`src/hdl/etd_pkg.sv`:
```
// Package with widths, the small-prime table and the mod-210 wheel gaps.
`default_nettype none
package etd_pkg;
   localparam int WIDTH = 32;
   localparam int CNT_W = $clog2(WIDTH);
   localparam int SMALL_COUNT = 15;
   localparam int SIDX_W = $clog2(SMALL_COUNT);
   localparam int WHEEL_LEN = 48;
   localparam int WIDX_W = $clog2(WHEEL_LEN);

   localparam logic [5:0] SMALL_PRIMES [SMALL_COUNT] = '{
      6'd2, 6'd3, 6'd5, 6'd7, 6'd11, 6'd13, 6'd17, 6'd19, 6'd23, 6'd29, 6'd31,
      6'd37, 6'd41, 6'd43, 6'd47};

   // Gaps between successive residues coprime to 210, starting from 47; 197 is included.
   localparam logic [3:0] WHEEL_GAPS [WHEEL_LEN] = '{
      4'd6, 4'd6, 4'd2, 4'd6, 4'd4, 4'd2, 4'd6, 4'd4, 4'd6, 4'd8, 4'd4, 4'd2,
      4'd4, 4'd2, 4'd4, 4'd8, 4'd6, 4'd4, 4'd6, 4'd2, 4'd4, 4'd6, 4'd2, 4'd6,
      4'd6, 4'd4, 4'd2, 4'd4, 4'd6, 4'd2, 4'd6, 4'd4, 4'd2, 4'd4, 4'd2, 4'd10,
      4'd2, 4'd10, 4'd2, 4'd4, 4'd2, 4'd4, 4'd6, 4'd2, 4'd6, 4'd4, 4'd2, 4'd4};

   // Result of one division returned to the sequencer.
   typedef struct packed {
      logic             done;
      logic [WIDTH-1:0] quo;
      logic [WIDTH-1:0] rmd;
   } div_rsp_type;
endpackage
`default_nettype wire

```
`src/hdl/etd_div.sv`:
```
// Restoring divider that produces one quotient bit per cycle.
`default_nettype none
module etd_div (
   input  wire logic                      clock,
   input  wire logic                      reset,
   input  wire logic                      start,
   input  wire logic [etd_pkg::WIDTH-1:0] dividend,
   input  wire logic [etd_pkg::WIDTH-1:0] divisor,
   output etd_pkg::div_rsp_type           rsp
);
   import etd_pkg::*;

   logic [WIDTH-1:0] rmd_ff, rmd_in;
   logic [WIDTH-1:0] quo_ff, quo_in;
   logic [WIDTH-1:0] dsr_ff;
   logic [CNT_W-1:0] cnt_ff, cnt_in;
   logic             busy_ff, busy_in;
   logic             done_ff, done_in;
   logic [WIDTH:0]   trial;

   // One shift-and-subtract step per cycle.
   always_comb begin
      trial   = {rmd_ff, quo_ff[WIDTH-1]};
      rmd_in  = rmd_ff;
      quo_in  = quo_ff;
      cnt_in  = cnt_ff;
      busy_in = busy_ff;
      done_in = 1'b0;
      if (start) begin
         rmd_in  = '0;
         quo_in  = dividend;
         cnt_in  = '0;
         busy_in = 1'b1;
      end else if (busy_ff) begin
         if (trial >= {1'b0, dsr_ff}) begin
            rmd_in = WIDTH'(trial - {1'b0, dsr_ff});
            quo_in = {quo_ff[WIDTH-2:0], 1'b1};
         end else begin
            rmd_in = trial[WIDTH-1:0];
            quo_in = {quo_ff[WIDTH-2:0], 1'b0};
         end
         cnt_in = cnt_ff + 1'b1;
         if (cnt_ff == CNT_W'(WIDTH-1)) begin
            busy_in = 1'b0;
            done_in = 1'b1;
         end
      end
   end

   always_ff @(posedge clock) begin
      if (reset) begin
         busy_ff <= 1'b0;
         done_ff <= 1'b0;
      end else begin
         busy_ff <= busy_in;
         done_ff <= done_in;
      end
      rmd_ff <= rmd_in;
      quo_ff <= quo_in;
      cnt_ff <= cnt_in;
      if (start) dsr_ff <= divisor;
   end

   assign rsp.done = done_ff;
   assign rsp.quo  = quo_ff;
   assign rsp.rmd  = rmd_ff;
endmodule
`default_nettype wire

```
`src/hdl/euler_totient_trial_division.sv`:
```
// Top level: sequencer for totient by trial division over a mod-210 wheel.
// Usage: present n on req_n with req_valid; a transfer happens when req_valid
// and req_ready are both high. req_ready is high only while the sequencer is
// idle, one item at a time. Each trial costs one pass of the shared bit-serial
// divider. An item takes about 15 + (number of wheel candidates tried) + (total
// prime multiplicity) trials; the wheel walk runs up to the square root of the
// largest remaining cofactor, so large primes take the longest.
// n = 0 goes straight to the finish state and answers with phi 0 and bad_input set.
// The result is held in an output register with rsp_valid until the
// receiver takes it; a new item may be accepted while it waits, and a
// finished result stalls in place until the output register is free.
// Synchronous reset returns to idle with no result pending.
`default_nettype none
module euler_totient_trial_division (
   input  wire logic                      clock,
   input  wire logic                      reset,
   input  wire logic                      req_valid,
   output logic                           req_ready,
   input  wire logic [31:0]               req_n,
   output logic                           rsp_valid,
   input  wire logic                      rsp_ready,
   output logic [31:0]                    rsp_phi,
   output logic                           rsp_bad_input
);
   import etd_pkg::*;

   typedef enum logic [1:0] {S_IDLE, S_START, S_WAIT, S_FINISH} state_type;

   state_type        state_ff, state_in;
   logic [WIDTH-1:0] rem_ff, rem_in;
   logic [WIDTH-1:0] acc_ff, acc_in;
   logic [WIDTH-1:0] cand_ff, cand_in;
   logic [SIDX_W-1:0] sidx_ff, sidx_in;
   logic [WIDX_W-1:0] widx_ff, widx_in;
   logic             small_ff, small_in;
   logic             strip_ff, strip_in;
   logic             bad_ff, bad_in;
   logic             rsp_valid_ff, rsp_valid_in;
   logic [31:0]      phi_ff, phi_in;
   logic             out_bad_ff, out_bad_in;
   logic [WIDTH-1:0] mul_op;
   logic [2*WIDTH-1:0] product;
   logic             start;
   div_rsp_type      div_rsp;

   etd_div u_div (
      .clock    (clock),
      .reset    (reset),
      .start    (start),
      .dividend (rem_ff),
      .divisor  (cand_ff),
      .rsp      (div_rsp)
   );

   assign product = acc_ff * mul_op;

   // Sequencer over the small primes, then the wheel candidates.
   always_comb begin
      state_in     = state_ff;
      rem_in       = rem_ff;
      acc_in       = acc_ff;
      cand_in      = cand_ff;
      sidx_in      = sidx_ff;
      widx_in      = widx_ff;
      small_in     = small_ff;
      strip_in     = strip_ff;
      bad_in       = bad_ff;
      rsp_valid_in = rsp_valid_ff;
      phi_in       = phi_ff;
      out_bad_in   = out_bad_ff;
      mul_op       = cand_ff - 1'b1;
      start        = 1'b0;
      req_ready    = (state_ff == S_IDLE);
      if (rsp_valid_ff && rsp_ready) rsp_valid_in = 1'b0;
      unique case (state_ff)
         S_IDLE: begin
            if (req_valid) begin
               rem_in   = req_n[WIDTH-1:0];
               acc_in   = WIDTH'(1);
               cand_in  = WIDTH'(SMALL_PRIMES[0]);
               sidx_in  = '0;
               widx_in  = '0;
               small_in = 1'b1;
               strip_in = 1'b0;
               bad_in   = (req_n[WIDTH-1:0] == '0);
               if (req_n[WIDTH-1:0] == '0) begin
                  acc_in   = '0;
                  state_in = S_FINISH;
               end else begin
                  state_in = S_START;
               end
            end
         end
         S_START: begin
            start    = 1'b1;
            state_in = S_WAIT;
         end
         S_WAIT: begin
            if (div_rsp.done) begin
               priority if (!small_ff && !strip_ff && (cand_ff > div_rsp.quo)) begin
                  // Candidate beyond the square root: the rest is prime.
                  mul_op   = rem_ff - 1'b1;
                  acc_in   = product[WIDTH-1:0];
                  state_in = S_FINISH;
               end else if (div_rsp.rmd == '0) begin
                  mul_op   = strip_ff ? cand_ff : cand_ff - 1'b1;
                  acc_in   = product[WIDTH-1:0];
                  rem_in   = div_rsp.quo;
                  strip_in = 1'b1;
                  state_in = S_START;
               end else begin
                  strip_in = 1'b0;
                  if (small_ff && (sidx_ff != SIDX_W'(SMALL_COUNT-1))) begin
                     sidx_in = sidx_ff + 1'b1;
                     cand_in = WIDTH'(SMALL_PRIMES[sidx_ff + 1'b1]);
                  end else begin
                     small_in = 1'b0;
                     cand_in  = cand_ff + WIDTH'(WHEEL_GAPS[widx_ff]);
                     widx_in  = (widx_ff == WIDX_W'(WHEEL_LEN-1)) ? '0 : widx_ff + 1'b1;
                  end
                  state_in = (rem_ff == WIDTH'(1)) ? S_FINISH : S_START;
               end
            end
         end
         S_FINISH: begin
            if (!rsp_valid_ff || rsp_ready) begin
               rsp_valid_in = 1'b1;
               phi_in       = 32'(acc_ff);
               out_bad_in   = bad_ff;
               state_in     = S_IDLE;
            end
         end
         default: state_in = S_IDLE;
      endcase
   end

   always_ff @(posedge clock) begin
      if (reset) begin
         state_ff     <= S_IDLE;
         rsp_valid_ff <= 1'b0;
      end else begin
         state_ff     <= state_in;
         rsp_valid_ff <= rsp_valid_in;
      end
      rem_ff     <= rem_in;
      acc_ff     <= acc_in;
      cand_ff    <= cand_in;
      sidx_ff    <= sidx_in;
      widx_ff    <= widx_in;
      small_ff   <= small_in;
      strip_ff   <= strip_in;
      bad_ff     <= bad_in;
      phi_ff     <= phi_in;
      out_bad_ff <= out_bad_in;
   end

   assign rsp_valid     = rsp_valid_ff;
   assign rsp_phi       = phi_ff;
   assign rsp_bad_input = out_bad_ff;
endmodule
`default_nettype wire
```
`config.mk`:
```
export PLATFORM = sky130hd
export DESIGN_NAME = euler_totient_trial_division
export DESIGN_NICKNAME = d
export VERILOG_FILES = /design/src/hdl/etd_pkg.sv /design/src/hdl/etd_div.sv /design/src/hdl/euler_totient_trial_division.sv
export SDC_FILE = /design/constraint.sdc
export NUM_CORES = 2
export LEC_CHECK = 0
export BUFFER_PORTS_ARGS = -buffer_cell sky130_fd_sc_hd__buf_2
export CORE_ASPECT_RATIO = 0.5
export CORE_MARGIN = 10
export CORE_UTILIZATION = 55
export CTS_CLUSTER_SIZE = 28
export DETAILED_ROUTE_END_ITERATION = 7
export HOLD_SLACK_MARGIN = 0.1
export PLACE_DENSITY = 0.71
export REMOVE_ABC_BUFFERS = 1
export SYNTH_ARGS = -nofsm -noshare
export SYNTH_HDL_FRONTEND = slang
export SYNTH_SLANG_ARGS = --single-unit
export TNS_END_PERCENT = 20
```
`constraint.sdc`:
```
create_clock -name clock -period 13.2 [get_ports clock]
set_input_delay 0.66 -clock clock [delete_from_list [all_inputs] [get_ports clock]]
set_output_delay 0.66 -clock clock [all_outputs]
set_load 0.005 [all_outputs]
```
**Word-level counts from Yosys, hierarchy flattened**

Memories as Yosys holds them, arrays and structs flattened.
Index checks and enable logic that the tools add are counted.

- Register bits after elaboration: 248
- Output and inout bits: 35
- Memories kept: 2
- Memory bits (read-only): 352

- $lt $le $gt $ge: 4
- Equality and inequality tests: 16
- Muxes and demuxes: 70
- Multipliers: 1
- Add/subtract/negate cells: 7
- Bitwise operators: 3
- Reductions and logical operators: 23

Memories:

| memory | depth | bits a word | read ports | clocked after Yosys merged registers in | wr ports | line | text |
|---|---|---|---|---|---|---|---|
| (name not given) | 64 | 4 | 1 | 0 | 0 | euler_totient_trial_division.sv:118 | `cand_in = cand_ff + WIDTH'(WHEEL_GAPS[widx_ff]);` |
| (name not given) | 16 | 6 | 1 | 0 | 0 | euler_totient_trial_division.sv:115 | `cand_in = WIDTH'(SMALL_PRIMES[sidx_ff + 1'b1]);` |

Operator list:

| kind | number |
|---|---|
| 32-bit two-way mux | 21 |
| 32-bit one-hot mux with 2 select lines | 3 |
| 32-bit zero test | 2 |
| 32-bit by 1-bit subtractor with 32-bit output (second input constant) | 2 |
| 6-bit two-way mux | 8 |
| 33-bit by 32-bit >= comparator with 1-bit output | 1 |
| 32-bit by 4-bit adder with 32-bit output | 1 |
| 32-bit by 1-bit equality test with 1-bit output (second input constant) | 1 |
| 32-bit greater-than comparator | 1 |
| 32-bit by 32-bit multiplier with 32-bit output | 1 |
| 32-bit subtractor | 1 |
| 4-bit two-way mux | 7 |
| 1-bit two-way mux | 19 |
| 2-bit two-way mux | 7 |
| 2-bit != test (second input constant) | 7 |
| 6-bit one-hot mux with 2 select lines | 1 |
| 6-bit AND reduction | 2 |
| 5-bit AND reduction | 2 |
| 2-bit one-hot mux with 4 select lines | 1 |
| 4-bit one-hot mux with 2 select lines | 1 |
| 4-bit AND reduction | 2 |
| 7-bit >= comparator (second input constant) | 1 |
| 6-bit NOT with 7-bit output | 1 |
| 6-bit by 1-bit adder with 6-bit output (second input constant) | 1 |
| 21 further kinds | 30 |

**Depth between registers and ports, before layout**

- Word-level depth: 11
- Depth in mapped cells: 42

**Hierarchy**

From an unflattened synthesis, not the netlist that was laid out.

- Cell total of the unflattened synthesis: 3267
- Area total of the unflattened synthesis: 30635.6 um^2

By module, submodules not included:

| module | times used | area an instance (um^2) | cells an instance |
|---|---|---|---|
| euler_totient_trial_division | 1 | 24653.6 | 2685 |
| etd_div | 1 | 5982.0 | 582 |

**Worst setup path before layout**

Ideal clock, no wire load.

- Path type: reg2reg
- From: register cand_ff[29]
- To: register acc_ff[31], data pin
- Arrival time: 9.527 ns
- Library setup time: 0.258 ns
- Cell stages (with the launch flop): 37
- Path buffers: 3
- Path slack: 3.415 ns
- Cells stage by stage: edfxtp_1 ha_1 nand4_1 or4_4 o211ai_1 a21oi_1 or2_1 buf_2 buf_2 or3_1 o221ai_1 a31oi_1 clkbuf_1 and2_1 fa_1 inv_1 fa_1 fa_1 fa_1 inv_1 ha_1 ha_1 fa_1 inv_1 fa_1 inv_1 ha_1 or4_1 a2111oi_0 o31ai_1 a41oi_1 o31ai_1 o21ai_0 nand2b_1 a21oi_1 nand2b_1 mux2i_1

- Word-level cells in the longest chain between the ends: 11
- Elaborated cells between the ends (all ways): 13

RTL lines:

| item | line | text |
|---|---|---|
| from (decl) | euler_totient_trial_division.sv:32 | `logic [WIDTH-1:0] cand_ff, cand_in;` |
| from (signal assigned) | euler_totient_trial_division.sv:147 | `cand_ff <= cand_in;` |
| 32-bit by 1-bit subtractor with 32-bit output | euler_totient_trial_division.sv:71, euler_totient_trial_division.sv:106 |  |
| 32-bit two-way mux | euler_totient_trial_division.sv:106 | `mul_op = strip_ff ? cand_ff : cand_ff - 1'b1;` |
| 32-bit two-way mux | euler_totient_trial_division.sv:105 | `end else if (div_rsp.rmd == '0) begin` |
| 32-bit two-way mux | euler_totient_trial_division.sv:100 | `priority if (!small_ff && !strip_ff && (cand_ff > div_rsp.quo)) begin` |
| 32-bit two-way mux | euler_totient_trial_division.sv:99 | `if (div_rsp.done) begin` |
| 32-bit two-way mux | euler_totient_trial_division.sv:75 | `unique case (state_ff)` |
| 32-bit by 32-bit multiplier with 32-bit output | euler_totient_trial_division.sv:55 | `assign product = acc_ff * mul_op;` |
| 32-bit two-way mux | euler_totient_trial_division.sv:105 |  |
| 32-bit two-way mux * | euler_totient_trial_division.sv:100 |  |
| 32-bit two-way mux * | euler_totient_trial_division.sv:99 |  |
| 32-bit one-hot mux with 2 select lines * | euler_totient_trial_division.sv:75 |  |
| to (signal assigned) | euler_totient_trial_division.sv:146 | `acc_ff <= acc_in;` |
| to (decl) | euler_totient_trial_division.sv:31 | `logic [WIDTH-1:0] acc_ff, acc_in;` |

Every way passes the cells marked *; elsewhere a longest branch is shown, timed or not. The select of a mux whose other input is x is not followed.
A chain may end at the register's enable or synchronous reset.

**Worst setup path in the final report**

- From: register cand_ff[13]
- To: register acc_ff[31], data pin

The elaborated chain is that of the path after synthesis.

==> key figures <==
Yosys
  – Synth warn: 0
  – Flops & latches, synth: 248
  – Post-Syn Area: 30300 sq um
  – Number of distinct library cells after synthesis: 82
  – Post-synth EDFFs: 206
  – Cells after Synth: 3287
  – Register area share after synthesis: 23.2%
  – Ys async rst share: 0%
  – Synth Area per Inst: 9.22 sq um
  – Ys flop type: edfxtp_1

Global routing
  – Gr busiest metal: met2
  – Met1 track demand over resource: 33.3%
  – M2 GR Usage: 42.4%
  – Total track usage: 25.3%
  – Vias in the first global route: 23600
  – Initial antenna violation count: 1
  – Global route total overflow: 0
  – Met3 Resource Use GR: 3.96%
  – First-pass GRT wire length: 132000 um
  – Largest net degree at the start of global routing: 93

STA
  – Slew headroom: 13.3%
  – Worst slew pin tran: 1.30 ns
  – Final Hold Viols: 0
  – Minimum clock period: 11.72 ns
  – Final Max Tran Viols: 0
  – RSZ-0062 raised after global routing: no
  – Worst setup margin: 1.48 ns
  – Hold slack: 0.282 ns
  – Fmax: 85.3 MHz
  – Final setup fails: 0
  – Total negative slack: 0 ns
  – Tcrit/Tclk final: 88.8%
  – Final Skew: 0.0125 ns

Setup path
  – CP Launch Type: flop
  – WS Path Type: flop to flop
  – Critical path depth: 34
  – WP buf/inv: 6
  – Worst setup EP type: flop
  – CP top delay family: adder cells
  – Data required, critical path: 13.54 ns
  – R2R setup slack: 1.48 ns
  – CP max stage delay: 0.89 ns
  – Worst Path Max Fanout: 25
  – Slowest stage cell, crit path: a21oi_2
  – Worst path arrival time: 12.06 ns
  – Crit path top cell by count: fa_1
  – Reg2reg path depth: 34

Floorplanning
  – Row count: 60
  – Die ar.: 65500 sq um
  – I/O Pins: 71
  – Core Area: 54100 sq um
  – Initial Util: 56.0%
  – Die Y: 186 um
  – Die width: 352 um

Placement
  – Port bufs: 70
  – DP Area: 31500 sq um
  – Final GP Congestion: 0.948
  – HPWL after detailed placement: 62800 um
  – Place WS: 1.56 ns

CTS
  – Later-pin clock latency in the skew report: 0.60 ns
  – CTS Buf Count: 25
  – Postcts setup bufs: 0
  – H-tree levels: 1
  – Root buf cell: clkbuf_16
  – Clock-pin slew on the worst setup and hold paths: 0.07 ns
  – Sink Count: 248
  – Post_cts resized: 0
  – Hold_buf cts: 0
  – Clk buf depth: 3
  – CTS tree: done

Layout
  – Final Cell Area: 32300 sq um
  – Fillers: 4622
  – Antenna cell count: 0
  – Final nets: 3931
  – P&R area growth vs syn: 6.47%
  – Layout cells sized above 1: 6.16%

Routing
  – Vias: 23200
  – 1st-iter DRT viols: 2138
  – Drt pass-1 iters: 7
  – Antenna-violating nets left: 0
  – Post-DR wirelength/cell: 20.5 um
  – Vias per cell: 5.75
  – Residual DRC: 0
  – Total Wirelength: 82800 um

Worst hold path
  – Class of the worst hold path: primary input to flop
  – WHS Path Cells: 2

Run
  – Max-Cap Viols: 0

Run status
  – Status: complete, no violations
## through the flow
| step | instances | utilization (%) |
|---|---|---|
| final | 4042 | 59.6 |
| after global routing | 4042 | 59.6 |
| after CTS | 4042 | 59.6 |
| after detailed placement | 3996 | 58.1 |
| after global placement | 3996 | 58.1 |
| after floorplan | 3131 | - |
## worst reg2reg max path, delay by kind of cell, from the launching register on
kind | cells | cell delay (ns)
fa+ha+maj | 10 | 4.23
compound gates | 10 | 3.84
simple gates | 7 | 1.92
buf+inv | 6 | 0.84
flops | 1 | 0.54
mux | 1 | 0.08
## kinds of logic (layout without fill, tap and decap cells)
kind of cell | Yosys count | in the layout | synth area share [%]
buffers and inverters | 686 | 697 | 8.57
muxes | 21 | 21 | 0.735
DFF | 248 | 248 | 23.2
AOI/OAI and AO/OA | 442 | 442 | 8.90
and+or+nand+nor | 1111 | 1111 | 18.1
adders and majority gates | 616 | 616 | 35.6
xor gates and xnor gates | 163 | 163 | 4.92
## synth_stat cells, types with 10 or more instances
master	n	area share (%)
o21ai_1	11	0.18
nor2b_1	34	0.70
and2_1	256	5.3
or3_1	10	0.21
dfxtp_1	42	2.8
nand4_1	27	0.56
xnor2_1	99	2.9
buf_1	10	0.12
o31ai_1	11	0.27
o21ai_0	141	2.3
nand2b_1	28	0.58
and3_1	14	0.29
o21a_1	11	0.27
nor2_1	163	2.0
inv_1	529	6.6
nor4_1	29	0.60
xor2_1	59	1.7
clkbuf_1	136	1.7
fa_1	410	27
nand3_1	40	0.66
nand2_1	419	5.2
a21oi_1	127	2.1
o211ai_1	10	0.25
a31oi_1	11	0.23
mux2i_1	20	0.66
nor3_1	42	0.69
a21o_1	32	0.79
o22ai_1	12	0.25
edfxtp_1	206	20
ha_1	206	8.5
a211oi_1	16	0.40
## registers in the layout (all words and copies together), names as in the netlist
signal	flops
u_div.dsr_ff	32
cand_ff	32
small_ff	1
u_div.quo_ff	32
bad_ff	1
sidx_ff	4
acc_ff	32
u_div.done_ff	1
rem_ff	32
u_div.rmd_ff	32
strip_ff	1
rsp_valid	1
rsp_bad_input	1
widx_ff	6
state_ff	2
rsp_phi	32
u_div.cnt_ff	5
u_div.busy_ff	1
## routing by layer
layer  wire (um)  share of wire [%]  vias up
li1            -                  -    10500
met1       34700                 42    11600
met2       38500                 47      908
met3        6070                7.3      206
met4        3550                4.3        0
met5           0                  0        -
## area by class of cell
type                            count  area [sq um]  share of cell area [%]
Inverter                          530          1990                    6.17
Clock inverter                     19           185                   0.574
Clock buffer                       27           633                    1.96
Sequential cell                   248          7030                    21.8
Timing Repair Buffer              121           733                    2.27
Tap cell                          744           931                    2.88
Multi-Input combinational cell   2353         20800                    64.4
## final timing paths
path,end,startpoint
max,acc_ff[31],cand_ff[13]
min,u_div.busy_ff,reset
max reg2reg,acc_ff[31],cand_ff[13]
min reg2reg,rsp_bad_input,bad_ff
## layout by cell type (no fill, tap or decap), types with 10 or more instances in the layout
master | Yosys | routed
mux2i_1 | 20 | 20
o21a_1 | 11 | 11
nor2_1 | 163 | 162
o21ai_1 | 11 | 11
nand2b_1 | 28 | 28
o21ai_0 | 141 | 141
clkbuf_16 | 0 | 25
and2_1 | 256 | 256
fa_1 | 410 | 410
o211ai_1 | 10 | 10
and3_1 | 14 | 14
xnor2_1 | 99 | 99
buf_4 | 1 | 51
nor3_1 | 42 | 41
edfxtp_1 | 206 | 206
o31ai_1 | 11 | 11
dfxtp_1 | 42 | 41
xor2_1 | 59 | 59
nor2b_1 | 34 | 32
nor4_1 | 29 | 29
buf_2 | 8 | 70
nand3_1 | 40 | 40
ha_1 | 206 | 206
inv_1 | 529 | 527
nand2_1 | 419 | 419
nand4_1 | 27 | 27
a21o_1 | 32 | 32
a211oi_1 | 16 | 15
or3_1 | 10 | 10
a21oi_1 | 127 | 126
o22ai_1 | 12 | 11
Power is left out: the tool's default activity adds up to more than one toggle a clock period on the data nets, which glitch-free logic cannot reach.
